**src/hdl/sfema_pkg.sv**
```systemverilog
package sfema_pkg;

  localparam int Q_BITS     = 16;
  localparam int WEIGHT_W   = 17;
  localparam int WIN_W      = 7;
  localparam int CFG_IDX_W  = 2;
  localparam int CFG_DATA_W = 17;

  localparam logic [WEIGHT_W-1:0] Q_ONE = 17'h10000;

  typedef enum logic [CFG_IDX_W-1:0] {
    REG_MODE   = 2'd0,
    REG_WEIGHT = 2'd1,
    REG_WINDOW = 2'd2
  } cfg_reg_t;

  typedef enum logic {
    CMD_EXP = 1'b0,
    CMD_AVG = 1'b1
  } cmd_kind_t;

  typedef struct packed {
    cmd_kind_t kind;
    logic      seg_end;
  } cmd_ctl_t;

  typedef enum logic [3:0] {
    ST_IDLE,
    ST_EXP_DIFF,
    ST_EXP_MUL,
    ST_EXP_ACC,
    ST_EXP_OUT,
    ST_AVG_PUSH,
    ST_AVG_CHECK,
    ST_AVG_DIV,
    ST_AVG_WAIT,
    ST_AVG_OUT
  } back_state_t;

  typedef struct packed {
    logic busy;
    logic first_pending;
  } back_status_t;

endpackage

```
**src/hdl/sfema_ram.sv**
```systemverilog
module sfema_ram #(
  parameter int WIDTH = 16,
  parameter int DEPTH = 64,
  parameter int AW    = (DEPTH > 1) ? $clog2(DEPTH) : 1
) (
  input  logic             clk,
  input  logic             wr_en,
  input  logic [AW-1:0]    wr_addr,
  input  logic [WIDTH-1:0] wr_data,
  input  logic [AW-1:0]    rd_addr,
  output logic [WIDTH-1:0] rd_data
);

  logic [WIDTH-1:0] mem [DEPTH];

  always_ff @(posedge clk) begin
    if (wr_en) begin
      mem[wr_addr] <= wr_data;
    end
    rd_data <= mem[rd_addr];
  end

endmodule

```
**src/hdl/sfema_front.sv**
```systemverilog
module sfema_front import sfema_pkg::*; #(
  parameter int SAMPLE_BITS = 16
) (
  input  logic                   clk,
  input  logic                   rst,
  input  logic                   push,
  output logic                   full,
  input  logic [SAMPLE_BITS-1:0] sample,
  input  logic                   segment_end,
  input  logic                   filter_mode,
  output logic                   cmd_valid,
  output cmd_ctl_t               cmd_ctl,
  output logic [SAMPLE_BITS-1:0] cmd_sample,
  input  logic                   cmd_pop
);

  // two-beat command queue
  logic [SAMPLE_BITS-1:0] slot_sample [2];
  cmd_ctl_t               slot_ctl [2];
  logic                   wr_sel;
  logic                   rd_sel;
  logic [1:0]             fill;
  logic                   do_push;
  logic                   do_pop;

  assign full       = fill[1];
  assign cmd_valid  = (fill != 2'd0);
  assign do_push    = push && !full;
  assign do_pop     = cmd_pop && cmd_valid;
  assign cmd_sample = slot_sample[rd_sel];
  assign cmd_ctl    = slot_ctl[rd_sel];

  always_ff @(posedge clk) begin
    if (rst) begin
      wr_sel <= 1'b0;
      rd_sel <= 1'b0;
      fill   <= 2'd0;
    end else begin
      if (do_push) begin
        wr_sel <= ~wr_sel;
      end
      if (do_pop) begin
        rd_sel <= ~rd_sel;
      end
      fill <= fill + {1'b0, do_push} - {1'b0, do_pop};
    end
  end

  always_ff @(posedge clk) begin
    if (do_push) begin
      slot_sample[wr_sel] <= sample;
      slot_ctl[wr_sel]    <= cmd_ctl_t'{kind: (filter_mode ? CMD_AVG : CMD_EXP),
                                        seg_end: segment_end};
    end
  end

endmodule

```
**src/hdl/sfema_div.sv**
```systemverilog
module sfema_div #(
  parameter int NUM_W = 23,
  parameter int DEN_W = 7
) (
  input  logic             clk,
  input  logic             rst,
  input  logic             start,
  input  logic [NUM_W-1:0] dividend,
  input  logic [DEN_W-1:0] divisor,
  output logic             busy,
  output logic [NUM_W-1:0] quotient
);

  // restoring divide on magnitudes, one quotient bit per cycle, truncates toward zero
  localparam int CW = $clog2(NUM_W + 1);

  logic [CW-1:0]    steps;
  logic [NUM_W-1:0] quo;
  logic [DEN_W-1:0] rem;
  logic [DEN_W-1:0] den;
  logic             neg;
  logic [DEN_W:0]   shifted;
  logic [DEN_W:0]   trial;

  assign busy     = (steps != '0);
  assign shifted  = {rem, quo[NUM_W-1]};
  assign trial    = shifted - {1'b0, den};
  assign quotient = neg ? (~quo + 1'b1) : quo;

  always_ff @(posedge clk) begin
    if (rst) begin
      steps <= '0;
    end else if (start) begin
      steps <= CW'(NUM_W);
    end else if (busy) begin
      steps <= steps - 1'b1;
    end
  end

  always_ff @(posedge clk) begin
    if (start) begin
      neg <= dividend[NUM_W-1];
      quo <= dividend[NUM_W-1] ? (~dividend + 1'b1) : dividend;
      rem <= '0;
      den <= divisor;
    end else if (busy) begin
      if (!trial[DEN_W]) begin
        rem <= trial[DEN_W-1:0];
        quo <= {quo[NUM_W-2:0], 1'b1};
      end else begin
        rem <= shifted[DEN_W-1:0];
        quo <= {quo[NUM_W-2:0], 1'b0};
      end
    end
  end

endmodule

```
**src/hdl/sfema_back.sv**
```systemverilog
module sfema_back import sfema_pkg::*; #(
  parameter int SAMPLE_BITS = 16,
  parameter int MAX_WINDOW  = 64,
  parameter int CNT_W       = $clog2(MAX_WINDOW + 1)
) (
  input  logic                   clk,
  input  logic                   rst,
  input  logic                   seg_clear,
  input  logic [WEIGHT_W-1:0]    weight,
  input  logic [CNT_W-1:0]       win,
  input  logic                   cmd_valid,
  input  cmd_ctl_t               cmd_ctl,
  input  logic [SAMPLE_BITS-1:0] cmd_sample,
  output logic                   cmd_pop,
  input  logic                   pop,
  output logic                   empty,
  output logic [SAMPLE_BITS-1:0] smoothed,
  output logic                   run_last,
  output back_status_t           status,
  output logic [CNT_W-1:0]       held_count
);

  localparam int PTR_W  = (MAX_WINDOW > 1) ? $clog2(MAX_WINDOW) : 1;
  localparam int SUM_W  = SAMPLE_BITS + CNT_W;
  localparam int LVL_W  = SAMPLE_BITS + Q_BITS + 1;
  localparam int DIFF_W = LVL_W + 1;
  localparam int DH_W   = DIFF_W - Q_BITS;
  localparam int PH_W   = WEIGHT_W + DH_W;
  localparam int PL_W   = WEIGHT_W + Q_BITS;

  function automatic logic [DIFF_W-1:0] target_of(input logic [SAMPLE_BITS-1:0] x);
    target_of = {{(DIFF_W-SAMPLE_BITS-Q_BITS){x[SAMPLE_BITS-1]}}, x, {Q_BITS{1'b0}}};
  endfunction

  function automatic logic [SUM_W-1:0] sum_ext(input logic [SAMPLE_BITS-1:0] x);
    sum_ext = {{(SUM_W-SAMPLE_BITS){x[SAMPLE_BITS-1]}}, x};
  endfunction

  function automatic logic [PTR_W-1:0] ptr_inc(input logic [PTR_W-1:0] p);
    ptr_inc = (p == PTR_W'(MAX_WINDOW - 1)) ? '0 : p + 1'b1;
  endfunction

  back_state_t state, state_next;

  logic                   first_pending;
  logic [CNT_W-1:0]       held;
  logic [PTR_W-1:0]       wr_ptr;
  logic [PTR_W-1:0]       rd_ptr;
  logic [SUM_W-1:0]       wsum;
  logic [LVL_W-1:0]       level;
  logic [SAMPLE_BITS-1:0] x_reg;
  logic                   seg_reg;
  logic [DIFF_W-1:0]      diff;
  logic signed [PH_W-1:0] ph;
  logic [PL_W-1:0]        pl;
  logic [PH_W-1:0]        lvl_sum;
  logic                   out_valid;
  logic [SAMPLE_BITS-1:0] out_value;
  logic                   out_last;

  logic                   go_div;
  logic                   div_start;
  logic                   div_busy;
  logic [SUM_W-1:0]       div_q;
  logic                   ram_we;
  logic [SAMPLE_BITS-1:0] old_sample;
  logic                   emit;

  assign empty         = !out_valid;
  assign smoothed      = out_value;
  assign run_last      = out_last;
  assign held_count    = held;
  assign status.busy   = (state != ST_IDLE);
  assign status.first_pending = first_pending;

  // another result is owed: a full window, or a flush on segment end
  assign go_div  = (held >= win) || (seg_reg && (held != '0));
  assign lvl_sum = {{(PH_W-LVL_W){level[LVL_W-1]}}, level} + ph
                 + {{(PH_W-WEIGHT_W){1'b0}}, pl[PL_W-1:Q_BITS]};

  sfema_ram #(
    .WIDTH(SAMPLE_BITS),
    .DEPTH(MAX_WINDOW)
  ) u_held (
    .clk    (clk),
    .wr_en  (ram_we),
    .wr_addr(wr_ptr),
    .wr_data(x_reg),
    .rd_addr(rd_ptr),
    .rd_data(old_sample)
  );

  sfema_div #(
    .NUM_W(SUM_W),
    .DEN_W(CNT_W)
  ) u_div (
    .clk     (clk),
    .rst     (rst),
    .start   (div_start),
    .dividend(wsum),
    .divisor (held),
    .busy    (div_busy),
    .quotient(div_q)
  );

  always_comb begin
    state_next = state;
    unique case (state)
      ST_IDLE: begin
        if (cmd_valid) begin
          if (cmd_ctl.kind == CMD_AVG) begin
            state_next = ST_AVG_PUSH;
          end else if (first_pending) begin
            state_next = ST_EXP_OUT;
          end else begin
            state_next = ST_EXP_DIFF;
          end
        end
      end
      ST_EXP_DIFF:  state_next = ST_EXP_MUL;
      ST_EXP_MUL:   state_next = ST_EXP_ACC;
      ST_EXP_ACC:   state_next = ST_EXP_OUT;
      ST_EXP_OUT: begin
        if (!out_valid) begin
          state_next = ST_IDLE;
        end
      end
      ST_AVG_PUSH:  state_next = ST_AVG_CHECK;
      ST_AVG_CHECK: state_next = go_div ? ST_AVG_DIV : ST_IDLE;
      ST_AVG_DIV:   state_next = ST_AVG_WAIT;
      ST_AVG_WAIT: begin
        if (!div_busy) begin
          state_next = ST_AVG_OUT;
        end
      end
      ST_AVG_OUT: begin
        if (!out_valid) begin
          state_next = ST_AVG_CHECK;
        end
      end
      default: state_next = ST_IDLE;
    endcase
  end

  always_comb begin
    cmd_pop   = 1'b0;
    div_start = 1'b0;
    ram_we    = 1'b0;
    emit      = 1'b0;
    unique case (state)
      ST_IDLE:     cmd_pop   = cmd_valid;
      ST_AVG_PUSH: ram_we    = 1'b1;
      ST_AVG_DIV:  div_start = 1'b1;
      ST_EXP_OUT,
      ST_AVG_OUT:  emit      = !out_valid;
      default: ;
    endcase
  end

  always_ff @(posedge clk) begin
    if (rst) begin
      state         <= ST_IDLE;
      first_pending <= 1'b1;
      held          <= '0;
      wr_ptr        <= '0;
      rd_ptr        <= '0;
      wsum          <= '0;
      out_valid     <= 1'b0;
    end else begin
      state <= state_next;
      if (pop && out_valid) begin
        out_valid <= 1'b0;
      end
      if (emit) begin
        out_valid <= 1'b1;
      end
      if (seg_clear) begin
        first_pending <= 1'b1;
        held          <= '0;
        wr_ptr        <= '0;
        rd_ptr        <= '0;
        wsum          <= '0;
      end else begin
        unique case (state)
          ST_IDLE: begin
            if (cmd_pop && (cmd_ctl.kind == CMD_EXP)) begin
              first_pending <= cmd_ctl.seg_end;
            end
          end
          ST_AVG_PUSH: begin
            wr_ptr <= ptr_inc(wr_ptr);
            held   <= held + 1'b1;
            wsum   <= wsum + sum_ext(x_reg);
          end
          ST_AVG_CHECK: begin
            if (!go_div && seg_reg) begin
              first_pending <= 1'b1;
            end
          end
          ST_AVG_OUT: begin
            if (emit) begin
              rd_ptr <= ptr_inc(rd_ptr);
              held   <= held - 1'b1;
              wsum   <= wsum - sum_ext(old_sample);
            end
          end
          default: ;
        endcase
      end
    end
  end

  always_ff @(posedge clk) begin
    if (cmd_pop) begin
      x_reg   <= cmd_sample;
      seg_reg <= cmd_ctl.seg_end;
      if ((cmd_ctl.kind == CMD_EXP) && first_pending) begin
        level <= LVL_W'(target_of(cmd_sample));
      end
    end
    if (state == ST_EXP_DIFF) begin
      diff <= target_of(x_reg) - {level[LVL_W-1], level};
    end
    if (state == ST_EXP_MUL) begin
      ph <= $signed({1'b0, weight}) * $signed(diff[DIFF_W-1:Q_BITS]);
      pl <= weight * diff[Q_BITS-1:0];
    end
    if (state == ST_EXP_ACC) begin
      level <= lvl_sum[LVL_W-1:0];
    end
    if (emit) begin
      if (state == ST_EXP_OUT) begin
        out_value <= level[Q_BITS +: SAMPLE_BITS];
        out_last  <= seg_reg;
      end else begin
        out_value <= div_q[SAMPLE_BITS-1:0];
        out_last  <= seg_reg && (held == CNT_W'(1));
      end
    end
  end

endmodule

```
**src/hdl/smoothing_filter_exp_or_moving_avg.sv**
```systemverilog
// Smoothing filter, exponential (Q16 weight) or forward moving average over up to
// MAX_WINDOW samples. Input beats enter a two-beat command queue; one result register
// sits on the output. Exponential mode steps: take, difference, a two-part weight
// multiply, accumulate, result; the first sample of a segment goes from take straight
// to result. Moving-average mode: a sample that completes no window is taken, stored
// and checked; each result comes from the one-bit-per-cycle divider, dividing the
// window sum of SUM_W = SAMPLE_BITS + clog2(MAX_WINDOW+1) bits (23 with the defaults)
// by the held count. A result that is not popped holds the back end. A segment-end beat
// flushes one result per held sample, the last one flagged run_last. The sample store
// needs no clearing after reset. Configuration is taken only while the back end is idle
// with no queued beat; writing filter_mode or window_length restarts the segment.
module smoothing_filter_exp_or_moving_avg import sfema_pkg::*; #(
  parameter int MAX_WINDOW  = 64,
  parameter int SAMPLE_BITS = 16
) (
  input  logic                   clk,
  input  logic                   rst,
  input  logic                   push,
  output logic                   full,
  input  logic [SAMPLE_BITS-1:0] sample,
  input  logic                   segment_end,
  output logic                   empty,
  input  logic                   pop,
  output logic [SAMPLE_BITS-1:0] smoothed,
  output logic                   run_last,
  input  logic                   cfg_valid,
  output logic                   cfg_ready,
  input  logic [CFG_IDX_W-1:0]   cfg_index,
  input  logic [CFG_DATA_W-1:0]  cfg_data
);

  localparam int CNT_W = $clog2(MAX_WINDOW + 1);

  logic                   filter_mode;
  logic [WEIGHT_W-1:0]    smoothing_weight;
  logic [WIN_W-1:0]       window_length;
  logic [WEIGHT_W-1:0]    weight_eff;
  logic [CNT_W-1:0]       win_eff;
  logic                   cfg_fire;
  logic                   seg_clear;

  logic                   cmd_valid;
  cmd_ctl_t               cmd_ctl;
  logic [SAMPLE_BITS-1:0] cmd_sample;
  logic                   cmd_pop;
  back_status_t           status;
  logic [CNT_W-1:0]       held_count;

  assign cfg_ready = !status.busy && !cmd_valid;
  assign cfg_fire  = cfg_valid && cfg_ready;
  assign seg_clear = cfg_fire && ((cfg_index == REG_MODE) || (cfg_index == REG_WINDOW));

  always_ff @(posedge clk) begin
    if (rst) begin
      filter_mode      <= 1'b0;
      smoothing_weight <= WEIGHT_W'(32768);
      window_length    <= WIN_W'(4);
    end else if (cfg_fire) begin
      unique case (cfg_index)
        REG_MODE:   filter_mode      <= cfg_data[0];
        REG_WEIGHT: smoothing_weight <= cfg_data[WEIGHT_W-1:0];
        REG_WINDOW: window_length    <= cfg_data[WIN_W-1:0];
        default: ;
      endcase
    end
  end

  assign weight_eff = (smoothing_weight > Q_ONE) ? Q_ONE : smoothing_weight;

  always_comb begin
    if (window_length == '0) begin
      win_eff = CNT_W'(1);
    end else if (32'(window_length) > MAX_WINDOW) begin
      win_eff = CNT_W'(MAX_WINDOW);
    end else begin
      win_eff = CNT_W'(window_length);
    end
  end

  sfema_front #(
    .SAMPLE_BITS(SAMPLE_BITS)
  ) u_front (
    .clk        (clk),
    .rst        (rst),
    .push       (push),
    .full       (full),
    .sample     (sample),
    .segment_end(segment_end),
    .filter_mode(filter_mode),
    .cmd_valid  (cmd_valid),
    .cmd_ctl    (cmd_ctl),
    .cmd_sample (cmd_sample),
    .cmd_pop    (cmd_pop)
  );

  sfema_back #(
    .SAMPLE_BITS(SAMPLE_BITS),
    .MAX_WINDOW (MAX_WINDOW)
  ) u_back (
    .clk       (clk),
    .rst       (rst),
    .seg_clear (seg_clear),
    .weight    (weight_eff),
    .win       (win_eff),
    .cmd_valid (cmd_valid),
    .cmd_ctl   (cmd_ctl),
    .cmd_sample(cmd_sample),
    .cmd_pop   (cmd_pop),
    .pop       (pop),
    .empty     (empty),
    .smoothed  (smoothed),
    .run_last  (run_last),
    .status    (status),
    .held_count(held_count)
  );

  // restart leaves an empty window and a pending first sample
  a_restart: assert property (@(posedge clk) disable iff (rst)
    seg_clear |=> (held_count == '0) && status.first_pending)
    else $error("segment restart did not clear window state");

  a_held_max: assert property (@(posedge clk) disable iff (rst)
    held_count <= CNT_W'(MAX_WINDOW))
    else $error("held count above store depth");

  // between beats the window is never full
  a_idle_partial: assert property (@(posedge clk) disable iff (rst)
    (filter_mode && !status.busy) |-> (held_count < win_eff))
    else $error("full window left unserved at idle");

endmodule
```
**config.mk**
```make
export PLATFORM = sky130hd
export DESIGN_NAME = smoothing_filter_exp_or_moving_avg
export DESIGN_NICKNAME = d
export VERILOG_FILES = /design/src/hdl/sfema_pkg.sv /design/src/hdl/sfema_ram.sv /design/src/hdl/sfema_front.sv /design/src/hdl/sfema_div.sv /design/src/hdl/sfema_back.sv /design/src/hdl/smoothing_filter_exp_or_moving_avg.sv
export SDC_FILE = /design/constraint.sdc
export NUM_CORES = 2
export LEC_CHECK = 0
export ABC_CLOCK_PERIOD_IN_PS = 7600
export BUFFER_PORTS_ARGS = -buffer_cell sky130_fd_sc_hd__buf_2
export CAP_MARGIN = 25
export CORE_MARGIN = 2
export CORE_UTILIZATION = 50
export DETAILED_ROUTE_END_ITERATION = 16
export PLACE_DENSITY = 0.68
export RECOVER_POWER = 100
export SLEW_MARGIN = 10
export SYNTH_ARGS = -nofsm -noshare
export SYNTH_HDL_FRONTEND = slang
export SYNTH_SLANG_ARGS = --single-unit
```
**constraint.sdc**
```tcl
create_clock -name clk -period 7.6 [get_ports clk]
set_input_delay 0.38 -clock clk [delete_from_list [all_inputs] [get_ports clk]]
set_output_delay 0.38 -clock clk [all_outputs]
set_load 0.01 [all_outputs]
```
==> run summary <==
initial antenna violation count - 11
Setup crit end kind - register
Biggest register - u_back.u_held.mem
Cell Area, Synth - 0.0751 mm²
max reg flops - 1024
DR iter-0 viols - 4767
Final Hold Viols - 0
detailed placement HPWL - 126 mm
first-pass detailed-route iteration total - 6
clock power share - 26.2%
worst IR drop on VDD - 0.000290 V
Final min period - 7300 ps
Nets - 6388
Yosys reg bits - 1348
global route total overflow - 0
Area Growth Syn to Fin - 10.5%
Pwr Total - 24900 µW
Sw Pwr - 8460 µW
Total GRT Usage - 25.1%
Critical Path RT - 8090 ps
final hold slack - 118 ps
Routed Antenna Nets - 0
Syn Inst Count - 5368
RSZ-0062 raised after global routing - no
Fin Setup TNS - 0 ps
Worst Max-Slew Pin Slew - 4280 ps
Critical Path Source Type - register
starting density of the core - 50.2%
Static Leak - 0.0312 µW
Worst setup startpoint - smoothing_weight[3]
clock sink count - 1348
placed insts - 7377
row count - 142
Pint - 16400 µW
number of global-route vias before repair - 45.7k
I/O Buffers - 60
pwr/cell area - 299 mW/mm²
# setup viols final - 0
Period Utilization, post-route - 96.1%
final non-filler cell total - 7673
sequential area share after synthesis - 52.5%
Reg2Reg Launch Point - smoothing_weight[3]
clk_skew - 30.8 ps
global-route wire length before repair - 286 mm
post-synth cell types - 73
sequential power share - 41.2%
cell taking the most area after synthesis - edfxtp_1
CTS tree - done
Syn Nets - 6204
outcome - complete, but fails checks
Sw Share - 34.0%
clk slew on worst S/H paths - 70 ps
worst skew pair latency - 760 ps
Post-synth top flop - edfxtp_1
max_cap viols - 28
vias per cell - 5.85
DRC Markers - 0
top cells by area, synth - edfxtp_1 50%, fa_1 12%, mux4_2 10%
CTS Buffer Depth - 3
Synth top area share - 49.7%
Fmax achieved - 137 MHz
per-cell routed wire length - 24.6 µm
IO Count - 61
Synth async-reset ratio - 0%
Post-synth EDFFs - 1242
Comb pwr share - 32.7%
Slew HR - -185%
HP Class - input port to register
via count - 44.9k
root cell of the clock tree - clkbuf_16
share of layout cells above drive strength 1 - 12.5%
Slew Viols, Final - 1453
core box area - 0.149 mm²
largest net degree at the start of global routing - 118
critical path class - register to register
hold path start - push
Worst Path Max Fanout - 11
Largest regs - u_back.u_held.mem: 1024 flops, u_back.diff: 34 flops
htree depth - 4
Routability Congestion - 0.884
Die ar. - 0.153 mm²
YS warnings - 0
Mean Syn Cell Area - 14.0 µm²
TritonCTS buffer count - 133
Post-Route WL - 189 mm
die height - 392 µm
failing checks - max-capacitance violations, max-slew violations
Worst Path Arrival - 7790 ps
Die W - 392 µm
## synth_stat cells, types with 9 or more instances
master,number
clkbuf_1,209
a21o_1,41
nand4_1,15
a21oi_1,170
a211oi_1,25
nor3_1,58
nand3_1,42
mux4_2,336
dfxtp_1,106
and2_1,157
a31oi_1,13
xnor2_1,101
nand2_1,484
mux2_2,20
xor2_1,78
nor4_1,15
mux2i_1,13
o21ai_0,146
buf_1,37
or2_2,11
o21a_1,25
nand2b_1,34
o31a_1,9
edfxtp_1,1242
nor2b_1,29
and3_1,167
nor2_1,238
nand3b_1,9
o31ai_1,21
or3_1,21
fa_1,467
inv_1,591
or4_1,13
o21bai_1,9
ha_1,328
## what timing repair did
| item | in CTS | in global routing |
|---|---|---|
| setup buffers | 0 | 12 |
| setup endpoints to repair | 0 | 11 |
| hold buffers | 38 | 0 |
| hold endpoints to repair | 60 | 0 |
| gates resized for setup | 0 | 43 |
## through the flow
stage	utilization, %	area [µm²]	worst slack, ps
after floorplan	-	75100	305
after global placement	52.5	78500	193
after detailed placement	52.6	78500	79.8
after CTS	55.7	83200	69.3
after global routing	55.5	83000	13.9
final	55.5	83000	299
## worst paths after layout
check / cells past startpoint / slack [ps] / to
hold / removal: 4 / 120 / u_front.wr_sel
hold reg to reg: 2 / 480 / u_back.u_div.rem[1]
setup reg to reg: 26 / 300 / u_back.ph[32]
setup / recovery: 26 / 300 / u_back.ph[32]
## layer usage
metal	track usage (%)	vias up	wire length, µm
met3	3.75	369	15100
met5	0	-	41
met2	39.4	1935	88500
met4	10.1	6	7630
met1	35.5	23000	77400
li1	-	19600	-
## critical path: stages, from the launching register on
cell and delay (ps):
dfxtp_1 310, nor4_1 340, nand4_1 120, buf_4 190, nand2_4 110, and2_4 200
buf_6 160, nand2_1 90, fa_1 540, inv_1 50, fa_1 490, fa_1 600
fa_1 480, fa_1 500, inv_1 50, fa_1 480, inv_1 40, ha_1 300
nand4_1 160, nor2_1 60, a221o_1 300, a221o_1 360, a41o_1 280, o31a_1 320
a211o_1 280, a21oi_2 150, xnor2_1 70
## cells by family after synthesis
family                     count (synthesis)  synth area share (%)
and+or+nand+nor                         1312                  8.46
muxes                                    369                  10.6
AOI/OAI and AO/OA                        521                  4.25
buffers and inverters                    844                  4.23
xor gates and xnor gates                 179                  2.09
adders and majority gates                795                  17.9
DFF                                     1348                  52.5
## layout make-up
class	count	area, µm²
diodes	1	2.50
clock buffers	168	3630
clock inverters	71	659
fillers	11900	66400
inverters	592	2220
multi-input cells	3177	32600
flip-flops and latches	1348	39400
well taps	2016	2520
repair buffers	300	1930
## power groups by stage
stage | combinational (µW) | sequential, µW | clock [µW]
global route | 9090 | 10300 | 6870
finish | 8120 | 10200 | 6510
floorplan | 5140 | 10300 | 0
global placement | 7820 | 10200 | 0
detailed placement | 7960 | 10200 | 0
CTS | 8090 | 10100 | 6600
## layout by cell type, fill, tap and decap left out, types with 15 or more instances in the layout
cell type | synthesis | layout
edfxtp_1 | 1242 | 1242
inv_1 | 591 | 591
nand2_1 | 484 | 483
fa_1 | 467 | 466
mux4_2 | 336 | 336
ha_1 | 328 | 327
nor2_1 | 238 | 235
a21oi_1 | 170 | 169
and3_1 | 167 | 167
clkbuf_1 | 209 | 159
and2_1 | 157 | 149
o21ai_0 | 146 | 145
clkbuf_16 | 0 | 140
dfxtp_1 | 106 | 102
xnor2_1 | 101 | 101
buf_4 | 0 | 81
xor2_1 | 78 | 78
nor3_1 | 58 | 61
nand3_1 | 42 | 42
a21o_1 | 41 | 41
dlygate4sd3_1 | 0 | 38
nand2b_1 | 34 | 34
buf_2 | 6 | 26
clkinv_1 | 1 | 25
o21a_1 | 25 | 25
nor2b_1 | 29 | 23
a211oi_1 | 25 | 23
clkinv_2 | 0 | 23
or3_1 | 21 | 21
o31ai_1 | 21 | 19
mux2_1 | 0 | 16
nand4_1 | 15 | 15
Power figures use the tool's default switching activity.
